## src/rtl/shadow_framebuffer_change_writer_assert.svh

```systemverilog
// Assertion macros for the shadow framebuffer change writer.
// Define NO_ASSERTIONS to compile every use to nothing.
`ifndef SHADOW_FRAMEBUFFER_CHANGE_WRITER_ASSERT_SVH
`define SHADOW_FRAMEBUFFER_CHANGE_WRITER_ASSERT_SVH
`ifndef NO_ASSERTIONS
`define SFCW_ASSERT_IMPL(lbl, clk, rst_n, ante, cons) \
  lbl: assert property (@(posedge clk) disable iff (!rst_n) (ante) |-> (cons)) \
    else $error("same-cycle check failed");
`define SFCW_ASSERT_NEXT(lbl, clk, rst_n, ante, cons) \
  lbl: assert property (@(posedge clk) disable iff (!rst_n) (ante) |=> (cons)) \
    else $error("next-cycle check failed");
`else
`define SFCW_ASSERT_IMPL(lbl, clk, rst_n, ante, cons)
`define SFCW_ASSERT_NEXT(lbl, clk, rst_n, ante, cons)
`endif
`endif

```

## src/rtl/sfcw_pkg.sv

```systemverilog
// Shared types and constants for the shadow framebuffer change writer.
// No dependencies.
`timescale 1ns / 1ps
`default_nettype none
package sfcw_pkg;

  localparam logic [1:0] OP_REPLACE = 2'd0;
  localparam logic [1:0] OP_OR      = 2'd1;
  localparam logic [1:0] OP_CLEAR   = 2'd2;

  localparam logic [7:0] CMD_COL_LO  = 8'h00;
  localparam logic [7:0] CMD_COL_HI  = 8'h10;
  localparam logic [7:0] CMD_PAGE    = 8'hB0;
  localparam logic [7:0] NIBBLE_MASK = 8'h0F;
  localparam logic [7:0] RAM_INIT    = 8'h01;

  typedef struct packed {
    logic [1:0] command;
    logic [6:0] column;
    logic [2:0] page;
    logic [7:0] pixel_byte;
  } in_t;

  typedef struct packed {
    logic [7:0] out_byte;
    logic       is_data;
    logic       last;
  } out_t;

  typedef enum logic [1:0] {
    BEAT_COL_LO = 2'd0,
    BEAT_COL_HI = 2'd1,
    BEAT_PAGE   = 2'd2,
    BEAT_DATA   = 2'd3
  } beat_t;

  typedef struct packed {
    logic  capture;
    logic  clr_step;
    logic  commit;
    beat_t beat;
  } ctl_cmd_t;

  typedef struct packed {
    logic clr_last;
    logic changed;
  } dp_stat_t;

endpackage
`default_nettype wire

```

## src/rtl/sfcw_ctrl.sv

```systemverilog
// Controller: RAM clear sweep, accept, compare and four-beat emit sequence.
// Depends on sfcw_pkg and the assertion macro header.
`timescale 1ns / 1ps
`default_nettype none
`include "shadow_framebuffer_change_writer_assert.svh"
module sfcw_ctrl (
  input  logic               clk,
  input  logic               rst_n,
  input  logic               start,
  input  sfcw_pkg::dp_stat_t stat,
  output sfcw_pkg::ctl_cmd_t cmd,
  output logic               busy,
  output logic               out_valid
);
  import sfcw_pkg::*;

  typedef enum logic [6:0] {
    ST_CLEAR = 7'b0000001,
    ST_IDLE  = 7'b0000010,
    ST_CALC  = 7'b0000100,
    ST_EMIT0 = 7'b0001000,
    ST_EMIT1 = 7'b0010000,
    ST_EMIT2 = 7'b0100000,
    ST_EMIT3 = 7'b1000000
  } state_t;

  state_t state_r;
  state_t state_nxt;

  always_ff @(posedge clk) begin
    if (!rst_n) begin
      state_r <= ST_CLEAR;
    end else begin
      state_r <= state_nxt;
    end
  end

  always_comb begin
    state_nxt    = state_r;
    cmd.capture  = 1'b0;
    cmd.clr_step = 1'b0;
    cmd.commit   = 1'b0;
    cmd.beat     = BEAT_COL_LO;
    busy         = 1'b1;
    out_valid    = 1'b0;
    unique case (state_r)
      ST_CLEAR: begin
        cmd.clr_step = 1'b1;
        if (stat.clr_last) state_nxt = ST_IDLE;
      end
      ST_IDLE: begin
        busy = 1'b0;
        if (start) begin
          cmd.capture = 1'b1;
          state_nxt   = ST_CALC;
        end
      end
      ST_CALC: begin
        // drop unchanged, out-of-range or invalid-command items without a beat
        if (stat.changed) begin
          cmd.commit = 1'b1;
          state_nxt  = ST_EMIT0;
        end else begin
          state_nxt = ST_IDLE;
        end
      end
      ST_EMIT0: begin
        out_valid = 1'b1;
        cmd.beat  = BEAT_COL_LO;
        state_nxt = ST_EMIT1;
      end
      ST_EMIT1: begin
        out_valid = 1'b1;
        cmd.beat  = BEAT_COL_HI;
        state_nxt = ST_EMIT2;
      end
      ST_EMIT2: begin
        out_valid = 1'b1;
        cmd.beat  = BEAT_PAGE;
        state_nxt = ST_EMIT3;
      end
      ST_EMIT3: begin
        out_valid = 1'b1;
        cmd.beat  = BEAT_DATA;
        state_nxt = ST_IDLE;
      end
      default: state_nxt = ST_IDLE;
    endcase
  end

  `SFCW_ASSERT_IMPL(a_idle_quiet, clk, rst_n, !busy, !out_valid)
  `SFCW_ASSERT_NEXT(a_commit_emits, clk, rst_n, cmd.commit, out_valid && cmd.beat == BEAT_COL_LO)
  `SFCW_ASSERT_NEXT(a_run_ends, clk, rst_n, out_valid && cmd.beat == BEAT_DATA, !busy)
  `SFCW_ASSERT_NEXT(a_clear_done, clk, rst_n, state_r == ST_CLEAR && stat.clr_last, !busy)

endmodule
`default_nettype wire

```

## config.mk

```make
export PLATFORM = sky130hd
export DESIGN_NAME = sfcw_ctrl
export DESIGN_NICKNAME = d
export VERILOG_FILES = /design/src/rtl/sfcw_pkg.sv /design/src/rtl/sfcw_ctrl.sv
export VERILOG_INCLUDE_DIRS = /design/src /design/src/rtl
export SDC_FILE = /design/constraint.sdc
export NUM_CORES = 1
export LEC_CHECK = 0
export BUFFER_PORTS_ARGS = -buffer_cell sky130_fd_sc_hd__buf_2
export CAP_MARGIN = 20
export CORE_AREA = 2 2 39 41
export CTS_CLUSTER_SIZE = 28
export DETAILED_ROUTE_END_ITERATION = 10
export DIE_AREA = 0 0 41 43
export SLEW_MARGIN = 20
export SYNTH_ARGS = -nofsm -noshare
export SYNTH_HDL_FRONTEND = slang
export SYNTH_SLANG_ARGS = --single-unit
```

## constraint.sdc

```tcl
create_clock -name clk -period 1.5 [get_ports clk]
set_input_delay 0.075 -clock clk [delete_from_list [all_inputs] [get_ports clk]]
set_output_delay 0.075 -clock clk [all_outputs]
set_load 0.01 [all_outputs]
```

==> results.json, run 1 <==
{
  "synth_compound_area_share_pct": 6.91,
  "finalInstanceArea_um2": 594,
  "synthSimpleGateAreaFrac_pct": 47.4,
  "syn_area_um2": 417,
  "seq_area_frac_synth_pct": 33.6,
  "synth_area_per_cell_um2": 9.06,
  "largest_reg_flops": 7,
  "layout_common_cells": "buf_2, buf_4, nand2_1, dfxtp_1",
  "ys_ff_latch": 7,
  "rsz0062_at_grt": "yes",
  "max_cap_violations": 0,
  "initial_core_util_pct": 30.1,
  "ys.flop_type": "dfxtp_1",
  "htree_levels": 1,
  "grt_pass1_vias": 401,
  "die_x_um": 41,
  "rows": 14,
  "p_switching_mw": 0.118,
  "ant_nets": 0,
  "synth_fa_ha_area_share_pct": 0,
  "io_pins": 12,
  "cts-root-buf": "clkbuf_4",
  "leakage_nw": 0.267,
  "die_area_mm2": 0.00176,
  "rrSetupSlack_ns": 0.14,
  "drc": 0,
  "arrival_ns": 1.46,
  "multiInputGateArea_um2": 283,
  "io_buffers": 11,
  "antenna_found_initial": 0,
  "clockBufferDepth": 2,
  "wl_per_cell_um": 13.5,
  "synth-edff-count": 0,
  "largest-register": "state_r",
  "hpwl_um": 738,
  "violations": "negative setup slack",
  "whs_path_depth": 2,
  "status": "finished, violations left",
  "final_common_cell": "buf_2",
  "seq_power_share_pct": 45.7,
  "rr_startpoint": "state_r[3]$_SDFFE_PN0P_",
  "finish.utilization_pct": 42.9,
  "viasPerCell": 5.15,
  "setup_slack_ns": -0.0383,
  "holdCritStartpoint": "stat[1]",
  "ys_types": 26,
  "async_reset_ff_share_pct": 0,
  "finalClockSkew_ns": 0.00356,
  "drt-total-wl_mm": 1.11,
  "core_mm2": 0.00138,
  "fin_crit_ns": 1.54,
  "syn-num-nets": 51,
  "timing.fmax_mhz": 650,
  "ctsHoldBuffers": 0,
  "cp.required_ns": 1.42,
  "start_kind": "register",
  "fin_nets": 72,
  "clock_sinks": 7,
  "r2r-end": "state_r[1]$_SDFFE_PN0P_",
  "vias": 422,
  "nFillCells": 140,
  "pwr-share-clk_pct": 39.1,
  "drt_pre_antenna_iters": 4,
  "placed_area_um2": 495,
  "gr-total-overflow": 0,
  "power_density_mw_per_mm2": 746,
  "hold_path_class": "in -> reg",
  "die_height_um": 43,
  "cts_tree": "built",
  "power_frac_comb_pct": 15.3,
  "synth_xor_area_share_pct": 8.41,
  "grt_pass1_wl_mm": 1.76,
  "cts_buffers": 3,
  "seq_area_um2": 149,
  "relSlewSlack_pct": 76.2,
  "path_class": "reg -> out",
  "areaGrowthSynthToFinish_pct": 42.6,
  "grt_start_max_net_pins": 9,
  "min_to": "state_r[0]$_SDFFE_PN1P_",
  "r2r_cells": 5,
  "hold_violations": 0,
  "clock_latency_ns": 0.26,
  "p_int_mw": 0.326,
  "worst_pin_slew_ns": 0.355,
  "drive_gt1_share_pct": 51.5,
  "crit_fanout": 4,
  "swShare_pct": 26.5,
  "drt_iter0_drc": 10,
  "synth_top_family_by_area": "simple AND/OR/NAND/NOR gates",
  "slew_violations": 0,
  "synthCells": 46,
  "yosys_warnings": 0,
  "ir_drop_mv": 0.409,
  "antennaDiodeCount": 0,
  "clkTransAtPathRegs_ns": 0.05,
  "fin_crit_sh_pct": 103,
  "endpoint_kind": "output port",
  "synthMuxAreaShare_pct": 0,
  "top_regs": "state_r (7)",
  "gp_congestion": 0.708,
  "grt_usage_pct": 15.3,
  "finalSetupViolations": 1
}
## per-layer routing
metal	vias up	routed length (µm)	GRT usage, %
met5	-	0	0
met4	0	22	10.0
met3	2	57	4.71
met2	12	529	24.7
met1	200	498	15.8
li1	208	-	-
## power groups by stage
stage          Combinational, mW  Sequential, mW  Clock [mW]
2_1_floorplan             0.0373           0.203           0
3_3_place_gp              0.0559           0.206           0
4_1_cts                   0.0612           0.203       0.173
3_5_place_dp              0.0568           0.207           0
6_report                  0.0678           0.203       0.173
5_1_grt                   0.0746           0.203       0.184
## cell usage after synthesis, types with 2 or more instances
cell type | number | area [µm²]
dfxtp_1 | 7 | 140
nand4b_1 | 2 | 17.5
nor2_1 | 3 | 11.3
o211ai_1 | 2 | 15.0
nand2b_1 | 2 | 12.5
xnor2_1 | 2 | 17.5
nor3_1 | 3 | 15.0
nand2_1 | 4 | 15.0
nor3b_1 | 2 | 15.0
xor2_1 | 2 | 17.5
and3_1 | 2 | 12.5
## critical path, cell delays in order, from the launching register on
cell,delay (ns)
dfxtp_4,0.36
nor3_4,0.21
nand2_2,0.10
nor3b_4,0.26
and2_4,0.18
buf_6,0.09
## cells by family after synthesis
group	Yosys count
and+or+nand+nor	29
buffers and inverters	2
DFF	7
xor gates and xnor gates	4
AOI/OAI and AO/OA	4
## per-stage QoR
step | power (mW) | cells | hold WS (ns) | setup WS, ns | TNS, ns
2_1_floorplan | 0.241 | 46 | 0.168 | 0.250 | 0
3_3_place_gp | 0.262 | 74 | 0.324 | 0.175 | 0
3_5_place_dp | 0.263 | 74 | 0.334 | 0.157 | 0
4_1_cts | 0.437 | 79 | 0.0743 | -0.0403 | -0.0403
5_1_grt | 0.462 | 82 | 0.0656 | -0.112 | -0.192
6_report | 0.444 | 82 | 0.0673 | -0.0383 | -0.0383
## repair_timing
action,in CTS,in global routing
cloned,0,0
setup endpoints to repair,3,4
resized for setup,6,6
pin swaps,2,5
setup buffers,1,3
## worst max path at each step
stage,from,to,cells after the start
after floorplan,state_r[2]$_SDFFE_PN0P_,state_r[1]$_SDFFE_PN0P_,6
after global placement,state_r[2]$_SDFFE_PN0P_,cmd[4],5
after detailed placement,state_r[2]$_SDFFE_PN0P_,state_r[1]$_SDFFE_PN0P_,6
after CTS,state_r[4]$_SDFFE_PN0P_,cmd[4],5
after global routing,state_r[4]$_SDFFE_PN0P_,cmd[4],5
final,state_r[3]$_SDFFE_PN0P_,cmd[4],5
## area by class of cell
cell class,instances,share of cell area (%)
Clock buffer,4,4.42
Timing Repair Buffer,17,18.9
Sequential cell,7,25.1
Tap cell,16,3.37
Multi-Input combinational cell,37,47.6
Inverter,1,0.632
No activity file was read; power rests on OpenSTA's default activity.
==> inputs of run 2 (changes only) <==
SKIP_CTS_REPAIR_TIMING = 1   (was unset)
==> run 2 against run 1 <==
The run still ends with negative setup slack left. Sequential cell count stayed put. Cell area is 1.1% lower. Non-clock buffer count down 1. Critical path depth stayed put. Sequential power barely moved. Clock power barely moved. Sequential share of layout area increased by 0.27 points. Critical endpoint unchanged.
==> results.json, run 2 (synthesis gave the netlist of run 1 again) <==
{
  "drive_gt1_share_pct": 53.8,
  "fin_crit_sh_pct": 101,
  "layout_common_cells": "buf_2, buf_4, dfxtp_1",
  "p_int_mw": 0.325,
  "dpl_worst_slack_ns": 0.157,
  "grt_usage_pct": 13.8,
  "io_pins": 12,
  "use_met3_pct": 4.71,
  "grt.met1_usage_pct": 16.7,
  "p_switching_mw": 0.116,
  "top_regs": "state_r (7)",
  "cts_buffers": 3,
  "pwr-share-clk_pct": 39.1,
  "die_height_um": 43,
  "initial_core_util_pct": 30.1,
  "status": "finished, violations left",
  "clkTransAtPathRegs_ns": 0.05,
  "die_area_mm2": 0.00176,
  "placed_area_um2": 495,
  "htree_levels": 1,
  "path_class": "reg -> out",
  "drt-total-wl_mm": 1.07,
  "rows": 14,
  "drt_pre_antenna_iters": 4,
  "rsz0062_at_grt": "yes",
  "final_common_cell": "buf_2",
  "clockBufferDepth": 2,
  "timing.fmax_mhz": 659,
  "grt_pass1_vias": 347,
  "finish.utilization_pct": 42.5,
  "power_density_mw_per_mm2": 751,
  "antenna_found_initial": 0,
  "core_mm2": 0.00138,
  "grt_start_max_net_pins": 9,
  "hold_path_class": "in -> reg",
  "largest_reg_flops": 7,
  "finalInstanceArea_um2": 588,
  "die_x_um": 41,
  "busiest_layer": "met2",
  "met2_usage_pct": 19.1,
  "drc": 0,
  "cts_tree": "built",
  "hold_violations": 0,
  "clock_sinks": 7,
  "cts-root-buf": "clkbuf_4",
  "relSlewSlack_pct": 77.5,
  "slew_violations": 0,
  "finalSetupViolations": 1,
  "fin_nets": 71,
  "seq_power_share_pct": 45.7,
  "max_cap_violations": 0,
  "rrSetupSlack_ns": 0.14,
  "critPathMaxStageDelay_ns": 0.36,
  "cp_slowest_cell": "dfxtp_4",
  "arrival_ns": 1.44,
  "endpoint_kind": "output port",
  "viasPerCell": 5.19,
  "crit_chain": "nor3_4 -> nand2_2 -> nor3b_4 -> and2_4 -> buf_6",
  "vias": 420,
  "leakage_nw": 0.261,
  "ant_nets": 0,
  "gr-total-overflow": 0,
  "power_frac_comb_pct": 15.2,
  "hpwl_um": 738,
  "gp_congestion": 0.708,
  "worst_pin_slew_ns": 0.335,
  "crit_fanout": 5,
  "ir_drop_mv": 0.425,
  "clock_latency_ns": 0.26,
  "areaGrowthSynthToFinish_pct": 41.1,
  "fin_setup_tns_ns": -0.0166,
  "setup_slack_ns": -0.0166,
  "drt_iter0_drc": 8,
  "cp.required_ns": 1.42,
  "fin_crit_ns": 1.52,
  "start_kind": "register",
  "io_buffers": 11,
  "antennaDiodeCount": 0,
  "violations": "negative setup slack",
  "wl_per_cell_um": 13.2,
  "finalClockSkew_ns": 0.00446,
  "swShare_pct": 26.4,
  "grt_pass1_wl_mm": 1.56,
  "largest-register": "state_r"
}
run 2: changes by cell type in the layout (fill, tap and decap cells not counted), sizes merged:
cell | before | now
buf | 17 | 16
run 2: routing by layer:
layer / wire (µm) / part of all wire [%]
met1: 493 / 46
met5: 0 / 0
met4: 38 / 3.6
met3: 58 / 5.4
met2: 480 / 45
run 2: metrics by stage:
| stage | std cells | total power [mW] | hold WS, ns |
|---|---|---|---|
| 2_1_floorplan | 46 | 0.241 | 0.168 |
| 3_3_place_gp | 74 | 0.262 | 0.324 |
| 3_5_place_dp | 74 | 0.263 | 0.334 |
| 4_1_cts | 78 | 0.433 | 0.0743 |
| 5_1_grt | 81 | 0.463 | 0.0631 |
| 6_report | 81 | 0.442 | 0.0575 |
run 2: power by group through the flow:
stage / logic, mW / clock network (mW) / registers [mW]
after global routing: 0.0739 / 0.187 / 0.203
after floorplan: 0.0373 / 0 / 0.203
after CTS: 0.0572 / 0.173 / 0.203
final: 0.0672 / 0.173 / 0.202
after global placement: 0.0559 / 0 / 0.206
after detailed placement: 0.0568 / 0 / 0.207
run 2: critical path: cells and delay by family (launching register included):
kind,cells,cell delay (ns)
flip-flops,1,0.36
buffers and inverters,1,0.09
AND/OR/NAND/NOR,4,0.73
run 2: area by class of cell:
| class | instances | area [µm²] |
|---|---|---|
| Clock buffer | 4 | 26.3 |
| Multi-Input combinational cell | 37 | 290 |
| Fill cell | 139 | 796 |
| Inverter | 1 | 3.75 |
| Tap cell | 16 | 20.0 |
| Timing Repair Buffer | 16 | 98.8 |
| Sequential cell | 7 | 149 |
run 2: path summary, 6_finish.rpt:
check,from,endpoint,cells past startpoint
setup / recovery,state_r[2]$_SDFFE_PN0P_,cmd[4],5
hold / removal,stat[1],state_r[0]$_SDFFE_PN1P_,2
setup reg to reg,state_r[2]$_SDFFE_PN0P_,state_r[1]$_SDFFE_PN0P_,5
hold reg to reg,state_r[0]$_SDFFE_PN1P_,state_r[0]$_SDFFE_PN1P_,2
==> inputs of run 3 (changes only) <==
REMOVE_ABC_BUFFERS = 1   (was unset)
==> run 3 against run 2 <==
The flow now finishes without violations. Combinational power grew 9.4%. Highest routed layer unchanged. Power grew 3.6%. First-iteration DRC count shrank 50%. Sequential share of layout area shrank 0.27 points. Utilization grew 0.45 points. Sequential cell count is the same. Critical endpoint unchanged. Sequential power grew 3%. Critical path type unchanged. Clock skew is essentially flat. Routed wire length shrank 1.2%. Global-route usage shrank 2.1 points.
==> results.json, run 3 (synthesis gave the netlist of run 1 again) <==
{
  "final_cell_count_no_fill": 81,
  "io_pins": 12,
  "finalClockSkew_ns": 0.00434,
  "start_kind": "register",
  "cts-root-buf": "clkbuf_4",
  "leakage_nw": 0.260,
  "relSlewSlack_pct": 77.9,
  "core_mm2": 0.00138,
  "layout_common_cells": "buf_2, buf_4, nand2_1, dfxtp_2, clkbuf_4",
  "p_int_mw": 0.333,
  "seq_power_share_pct": 45.5,
  "wl_per_cell_um": 13.0,
  "grt_start_max_net_pins": 9,
  "dpl_worst_slack_ns": 0.182,
  "cp.required_ns": 1.42,
  "finalSetupViolations": 0,
  "timing.fmax_mhz": 680,
  "gp_congestion": 0.713,
  "multiInputGateArea_um2": 297,
  "holdCritStartpoint": "stat[1]",
  "cts_buffers": 3,
  "r2r_cells": 5,
  "final_common_cell": "buf_2",
  "clock_latency_ns": 0.26,
  "initial_core_util_pct": 30.1,
  "nFillCells": 133,
  "fin_crit_ns": 1.47,
  "drt-total-wl_mm": 1.06,
  "clkTransAtPathRegs_ns": 0.05,
  "hpwl_um": 702,
  "rsz0062_at_grt": "yes",
  "die_x_um": 41,
  "drive_gt1_share_pct": 55.4,
  "slew_violations": 0,
  "drc": 0,
  "htree_levels": 1,
  "min_to": "state_r[0]$_SDFFE_PN1P_",
  "rr_startpoint": "state_r[3]$_SDFFE_PN0P_",
  "largest_reg_flops": 7,
  "die_area_mm2": 0.00176,
  "antennaDiodeCount": 0,
  "max_cap_violations": 0,
  "pwr-share-clk_pct": 38.4,
  "whs_path_depth": 2,
  "worst_pin_slew_ns": 0.328,
  "antenna_found_initial": 0,
  "top_regs": "state_r (7)",
  "rows": 14,
  "vias": 411,
  "p_switching_mw": 0.124,
  "grt_pass1_vias": 331,
  "cts_tree": "built",
  "cp-startpoint": "state_r[3]$_SDFFE_PN0P_",
  "hold_path_class": "in -> reg",
  "largest-register": "state_r",
  "ir_drop_mv": 0.302,
  "ant_nets": 0,
  "swShare_pct": 27.2,
  "seq_area_um2": 149,
  "drt_pre_antenna_iters": 4,
  "fin_crit_sh_pct": 98.1,
  "power_frac_comb_pct": 16.1,
  "grt_usage_pct": 11.7,
  "fin_nets": 71,
  "clock_sinks": 7,
  "io_buffers": 11,
  "setup_slack_ns": 0.0291,
  "arrival_ns": 1.40,
  "path_class": "reg -> out",
  "post-place-cells": 73,
  "clockBufferDepth": 2,
  "drt_iter0_drc": 4,
  "r2r-end": "state_r[1]$_SDFFE_PN0P_",
  "crit_fanout": 5,
  "die_height_um": 43,
  "gr-total-overflow": 0,
  "grt_pass1_wl_mm": 1.34,
  "areaGrowthSynthToFinish_pct": 42.6,
  "status": "completed",
  "endpoint_kind": "output port",
  "finish.utilization_pct": 42.9,
  "rrSetupSlack_ns": 0.17,
  "hold_violations": 0,
  "power_density_mw_per_mm2": 770,
  "viasPerCell": 5.07
}
## run 3: cell counts in the layout (fill, tap and decap cells not counted)
No cell type changed its count.
## run 3: power groups by stage
stage | Clock (mW) | Sequential (mW) | Combinational [mW]
after global routing | 0.190 | 0.209 | 0.0803
after floorplan | 0 | 0.203 | 0.0372
after CTS | 0.180 | 0.202 | 0.0569
final | 0.176 | 0.208 | 0.0735
after global placement | 0 | 0.206 | 0.0570
after detailed placement | 0 | 0.206 | 0.0566
## run 3: critical path, cell delays in order, from the launching register on
cell,delay [ns]
dfxtp_4,0.36
nor3_4,0.20
nand2_2,0.09
nor3b_4,0.22
and2_4,0.17
buf_6,0.09
## run 3: area by class of cell
class                   instances  area share (%)
clock buffers                   4            4.42
inverters                       1           0.632
multi-input cells              37            49.9
flip-flops and latches          7            25.1
well taps                      16            3.37
repair buffers                 16            16.6
## run 3: layer usage
metal,global-route usage (%),part of all wire [%],wire [µm]
met5,0,0,0
met4,8.00,2.5,26
met3,3.66,4.4,47
met2,16.3,47,501
met1,14.5,46,481
## run 3: worst max path at each step
stage,endpoint,slack (ns),cells past startpoint
final,cmd[4],0.03,5
after global routing,cmd[4],-0.03,5
after CTS,cmd[4],-0.1,5
after detailed placement,state_r[1]$_SDFFE_PN0P_,0.18,6
after global placement,cmd[4],0.20,5
after floorplan,state_r[1]$_SDFFE_PN0P_,0.25,6
## run 3: metrics by stage
step	TNS, ns	power [mW]	instance area (µm²)	hold slack (ns)
after floorplan	0	0.241	405	0.168
after global placement	0	0.263	488	0.329
after detailed placement	0	0.263	488	0.323
after CTS	-0.135	0.439	514	0.0487
after global routing	-0.0338	0.480	594	0.0616
final	0	0.458	594	0.0498
